==> config.mk <==
export PLATFORM = sky130hd
export DESIGN_NAME = cce_store
export DESIGN_NICKNAME = d
export VERILOG_FILES = /design/src/hw/rtl/cce_pkg.sv /design/src/hw/rtl/cce_store.sv
export SDC_FILE = /design/constraint.sdc
export NUM_CORES = 2
export LEC_CHECK = 0
export BUFFER_PORTS_ARGS = -buffer_cell sky130_fd_sc_hd__clkbuf_2
export CAP_MARGIN = 5
export CORE_ASPECT_RATIO = 0.8
export CORE_MARGIN = 2
export CORE_UTILIZATION = 50
export CTS_BUF_LIST = sky130_fd_sc_hd__clkbuf_8 sky130_fd_sc_hd__clkbuf_16
export DETAILED_ROUTE_END_ITERATION = 7
export PLACE_DENSITY = 0.65
export RECOVER_POWER = 100
export SLEW_MARGIN = 20
export SYNTH_ARGS = -nofsm -noshare
export SYNTH_HDL_FRONTEND = slang
export SYNTH_SLANG_ARGS = --single-unit
==> constraint.sdc <==
create_clock -name i_clk -period 7.03 [get_ports i_clk]
set_input_delay 0.703 -clock i_clk [delete_from_list [all_inputs] [get_ports i_clk]]
set_output_delay 0.703 -clock i_clk [all_outputs]
set_load 0.005 [all_outputs]
==> src/hw/rtl/cce_pkg.sv <==
// Shared constants, codes and types for the clock counter eviction cache.
// No dependencies; every other file of the block imports this package.
`timescale 1ns / 1ps

package cce_pkg;

    // Default sizing, used as the defaults of the top level parameters
    localparam int CCE_CAPACITY = 64;
    localparam int CCE_KEY_BITS = 32;

    // Fixed field widths
    localparam int MODE_W     = 3;
    localparam int STATUS_W   = 3;
    localparam int SLOT_OUT_W = 6;
    localparam int CNT_W      = 8;

    // Configuration port
    localparam int APB_ADDR_W = 3;
    localparam int APB_DATA_W = 32;
    localparam logic REG_COUNT_CAP = 1'b0;
    localparam logic [CNT_W-1:0] COUNT_CAP_RESET = 8'd3;

    // Request modes
    localparam logic [MODE_W-1:0] MODE_ACCESS = 3'd0;
    localparam logic [MODE_W-1:0] MODE_LOOKUP = 3'd1;
    localparam logic [MODE_W-1:0] MODE_PEEK   = 3'd2;
    localparam logic [MODE_W-1:0] MODE_INSERT = 3'd3;
    localparam logic [MODE_W-1:0] MODE_PIN    = 3'd4;
    localparam logic [MODE_W-1:0] MODE_UNPIN  = 3'd5;

    // Result codes
    localparam logic [STATUS_W-1:0] ST_HIT        = 3'd0;
    localparam logic [STATUS_W-1:0] ST_INSERTED   = 3'd1;
    localparam logic [STATUS_W-1:0] ST_ABSENT     = 3'd2;
    localparam logic [STATUS_W-1:0] ST_ALL_PINNED = 3'd3;
    localparam logic [STATUS_W-1:0] ST_DONE       = 3'd4;
    localparam logic [STATUS_W-1:0] ST_BAD_SLOT   = 3'd5;

    // Storage strobes from the sequencer to the slot store
    typedef struct packed {
        logic key_rd;
        logic key_we;
        logic cnt_rd;
        logic cnt_we;
    } t_mem_ctl;

endpackage

==> src/hw/rtl/cce_store.sv <==
// Slot store: key memory and frequency counter memory, one read and one
// write port each, registered read data. Depends on cce_pkg.
`timescale 1ns / 1ps

module cce_store import cce_pkg::*; #(
    parameter int CAPACITY = CCE_CAPACITY,
    parameter int KEY_BITS = CCE_KEY_BITS
) (
    input  logic                                     i_clk,
    input  t_mem_ctl                                 i_ctl,
    input  logic [((CAPACITY > 1) ? $clog2(CAPACITY) : 1)-1:0] i_rd_addr,
    input  logic [((CAPACITY > 1) ? $clog2(CAPACITY) : 1)-1:0] i_wr_addr,
    input  logic [KEY_BITS-1:0]                      i_wr_key,
    input  logic [CNT_W-1:0]                         i_wr_cnt,
    output logic [KEY_BITS-1:0]                      o_rd_key,
    output logic [CNT_W-1:0]                         o_rd_cnt
);

    logic [KEY_BITS-1:0] r_keys [CAPACITY];
    logic [CNT_W-1:0]    r_cnts [CAPACITY];
    logic [KEY_BITS-1:0] r_rd_key;
    logic [CNT_W-1:0]    r_rd_cnt;

    // Key memory: write on strobe, registered read
    always_ff @(posedge i_clk) begin
        if (i_ctl.key_we) begin
            r_keys[i_wr_addr] <= i_wr_key;
        end
        if (i_ctl.key_rd) begin
            r_rd_key <= r_keys[i_rd_addr];
        end
    end

    // Counter memory: write on strobe, registered read
    always_ff @(posedge i_clk) begin
        if (i_ctl.cnt_we) begin
            r_cnts[i_wr_addr] <= i_wr_cnt;
        end
        if (i_ctl.cnt_rd) begin
            r_rd_cnt <= r_cnts[i_rd_addr];
        end
    end

    assign o_rd_key = r_rd_key;
    assign o_rd_cnt = r_rd_cnt;

endmodule
# After elaboration in Yosys (flattened, before gate mapping)
# Memories as Yosys holds them, arrays and structs flattened. A register that Yosys moved wholly into a read port is not among the register bits.
# Cells that the tools add are included.
# totals
elab_cells,6
memories,2
in_bits,57
ff_bits,0
mem_bits_rw,2560
# classes
muxes,4
# memory_table
name,depth,word_bits,rd,rd_ports_with_merged_regs,write_ports,line_no,rtl
r_keys,64,32,1,1,1,cce_store.sv:19,logic [KEY_BITS-1:0] r_keys [CAPACITY];
r_cnts,64,8,1,1,1,cce_store.sv:20,logic [CNT_W-1:0] r_cnts [CAPACITY];
# op_table
op,n
$mux W1,4

# Longest topological paths before layout
# logic_depth
depth_word,2
depth_mapped,10
mapped_depth_nobuf,5

# Worst setup path before layout
# No wires, ideal clock.
# synth_timing
path_type,input to register
startpoint,input i_wr_addr[1] in the netlist's numbering
endpoint,"memory r_keys[42][0] in the netlist's numbering, enable pin"
arrival_ps,3157
t_required_ps,6609
path_slack_ps,3452
setup_ps,421
cell_stages,6
path_cell_list,clkbuf_1 or3b_2 clkbuf_1 inv_1 nand2_1 nor2_1
# synth_rtl
element,line_no,rtl
start: declaration,cce_store.sv:12,"input logic [((CAPACITY > 1) ? $clog2(CAPACITY) : 1)-1:0] i_wr_addr,"
end: declaration,cce_store.sv:19,
# Straight into the memory's write port.

# Worst setup path after layout
# layout_timing
startpoint,input i_wr_addr[2] in the netlist's numbering
endpoint,"memory r_keys[18][16] in the netlist's numbering, enable pin"
# Straight into the memory's write port.

==> results.sh <==
export IMPL_grt_first_pass_wirelength_mm=366
export IMPL_slowest_stage="clkbuf_1"
export IMPL_min_path_type="in -> reg"
export IMPL_fin_cells=7366
export IMPL_io_buffers=96
export IMPL_cts_tree="yes"
export IMPL_dpl_instance_area_um2=103000
export IMPL_power_density_nw_per_um2=286
export IMPL_reg2reg_slack_ns=4.57
export IMPL_ys_top_cells_by_count="edfxtp_1, mux4_2, nor2_1, clkbuf_1, nand2_1"
export IMPL_htree_levels=4
export IMPL_hp_start="i_ctl[1]"
export IMPL_vias_per_cell=6.60
export IMPL_yosysTopAreaCell="edfxtp_1"
export IMPL_whs_path_depth=1
export IMPL_ys_flop_type="edfxtp_1"
export IMPL_fin_nets=4651
export IMPL_placementRows=145
export IMPL_timing_fmax_mhz=197
export IMPL_synth_fp_nets=4414
export IMPL_violations="max-capacitance violations, max-slew violations"
export IMPL_timing_rr_end="o_rd_key[25]"
export IMPL_cts_buffer_depth=3
export IMPL_die_area_um2=201000
export IMPL_setup_viol=0
export IMPL_hold_end="o_rd_cnt[3]"
export IMPL_critPathMaxStageDelay_ns=1.67
export IMPL_path_max_fanout=21
export IMPL_synth_seq_area_share=0.791
export IMPL_setup_tns_ns=0
export IMPL_setup_ws_ns=1.95
export IMPL_worstPathCellList="clkbuf_1 -> or3b_1 -> inv_1 -> nand2_1 -> clkbuf_1 -> nor2_1 -> clkbuf_1"
export IMPL_ir_drop_mv=0.204
export IMPL_slew_viol_final=4729
export IMPL_netlist_area_leader_share=0.791
export IMPL_finClkSkew_ns=0.0532
export IMPL_fill_cells=14100
export IMPL_start_util=0.504
export IMPL_postLayoutCellArea_um2=110000
export IMPL_syn_to_final_growth_pct=11.5
export IMPL_r2r_start="r_keys[63][25]"
export IMPL_cts_reportedPaths_clkPinSlew_ns=0.06
export IMPL_num_io_pins=97
export IMPL_gp_congestion=0.844
export IMPL_syn_area_per_cell_um2=22.6
export IMPL_drt_iter0_markers=7837
export IMPL_async_flop_share=0
export IMPL_ant_nets=0
export IMPL_critPathLaunchType="primary input"
export IMPL_grt_antenna_before_repair=20
export IMPL_clk_latency_ns=0.87
export IMPL_maxCapViolCount=114
export IMPL_synth_most_common_cell="edfxtp_1"
export IMPL_drt_wirelength_per_cell_um=35.4
export IMPL_tightestPinTransition_ns=3.87
export IMPL_grt_setup_unrepaired="false"
export IMPL_synth_seq_cells=2600
export IMPL_multi_input_area_um2=19600
export IMPL_vias=48600
export IMPL_regArea_um2=78100
export IMPL_dieHeight_um=401
export IMPL_fp_dieW_um=501
export IMPL_holdBufCountCts=0
export IMPL_fin_crit_sh=0.722
export IMPL_critPathTopFamily="buffers and inverters"
export IMPL_synth_edf_count=2600
export IMPL_first_pass_iters=5
export IMPL_netlist_area_um2=98600
export IMPL_numPlacedInstances=6922
export IMPL_hpwl_mm=145
export IMPL_synthCells=4357
export IMPL_p_leak_nw=33.5
export IMPL_final_min_clock_period_ns=5.08
export IMPL_grt_pass1_vias=47500
export IMPL_core_area_um2=196000
export IMPL_ys_types=36
export IMPL_globalRouteOverflowTotal=0
export IMPL_cts_resized=0
export IMPL_cts_root_buf="clkbuf_16"
export IMPL_cp_required_ns=7.47
export IMPL_wirelength_mm=261
export IMPL_r2r_cells=5
export IMPL_arrival_ns=5.51
export IMPL_max_slew_margin_rel=-1.58
export IMPL_cts_sinks=2600
export IMPL_grt_util_all_layers=0.259
export IMPL_cts_made_buffers=240
export IMPL_end_kind="flop"
export IMPL_dp_slack_ns=2.47
export IMPL_grt_max_degree=152
export IMPL_status="complete, but fails checks"
export IMPL_power_mw=31.4
export IMPL_yosysWarnings=0
export IMPL_crit_type="in -> reg"
export IMPL_crit_path_frequent_cell="clkbuf_1"
export IMPL_synth_area_leaders="edfxtp_1, mux4_2, o221ai_1"
export IMPL_drc=0
export IMPL_post_cts_buffers=0
export IMPL_drive_gt1_frac=0.241
export IMPL_worst_path_buf_inv=4
export IMPL_timing_hold_violations_final=0
==> placed cells by master (no fill, tap or decap), drive strengths merged, types with 75 or more instances in the layout <==
cell | synthesis | final
nand2 | 100 | 100
clkinv | 1 | 113
edfxtp | 2600 | 2600
o221ai | 75 | 75
o22ai | 88 | 88
nor2 | 143 | 143
clkbuf | 122 | 440
mux4 | 619 | 619
nand3 | 80 | 80
nand4 | 76 | 76
==> how the worst max path moves through the flow <==
| stage | startpoint | to | slack, ns | depth (start not counted) |
|---|---|---|---|---|
| 2_1_floorplan | i_wr_addr[1] | r_keys[42][0] | 3.45 | 6 |
| 3_3_place_gp | i_rd_addr[3] | o_rd_key[4] | 2.51 | 6 |
| 3_5_place_dp | i_rd_addr[3] | o_rd_key[4] | 2.47 | 6 |
| 4_1_cts | i_rd_addr[3] | o_rd_key[4] | 3.38 | 6 |
| 5_1_grt | i_wr_addr[2] | r_keys[18][16] | 1.83 | 7 |
| 6_report | i_wr_addr[2] | r_keys[18][16] | 1.95 | 7 |
==> power by group <==
group          leakage [nW]  internal [mW]  total [mW]  switching [mW]
combinational          6.19          0.504        1.55            1.04
sequential             23.4           17.2        17.3          0.0643
clock                  3.88           6.96        12.6            5.62
==> stage by stage <==
step / util / hold WS [ns]
global placement: 0.526 / 0.880
global route: 0.562 / 0.552
CTS: 0.565 / 0.339
detailed placement: 0.526 / 0.880
floorplan: - / 0.802
finish: 0.562 / 0.540
==> layer usage <==
layer / up-vias / track usage / part of all wire
li1: 19100 / - / -
met5: - / 0 / 0.00044
met4: 16 / 0.0529 / 0.020
met2: 3047 / 0.377 / 0.45
met1: 26100 / 0.393 / 0.41
met3: 385 / 0.0742 / 0.12
==> final cells by class <==
type	count	share of cell area
tap	2572	0.0293
clock buffer	244	0.0555
antenna	3	0.0000683
timing repair buffer	252	0.0129
inverter	12	0.000410
multi-input combinational	1488	0.179
sequential	2600	0.710
clock inverter	195	0.0134
==> sequential cells by signal, summed over array words and instances (netlist names) <==
register and cells:
r_keys 2048, o_rd_key 32, o_rd_cnt 8, r_cnts 512
==> cells by family after synthesis <==
group	synth area share
mux	0.146
compound gates	0.0228
flops	0.791
buf+inv	0.0136
simple gates	0.0258
No activity file was read; power rests on OpenSTA's default activity.
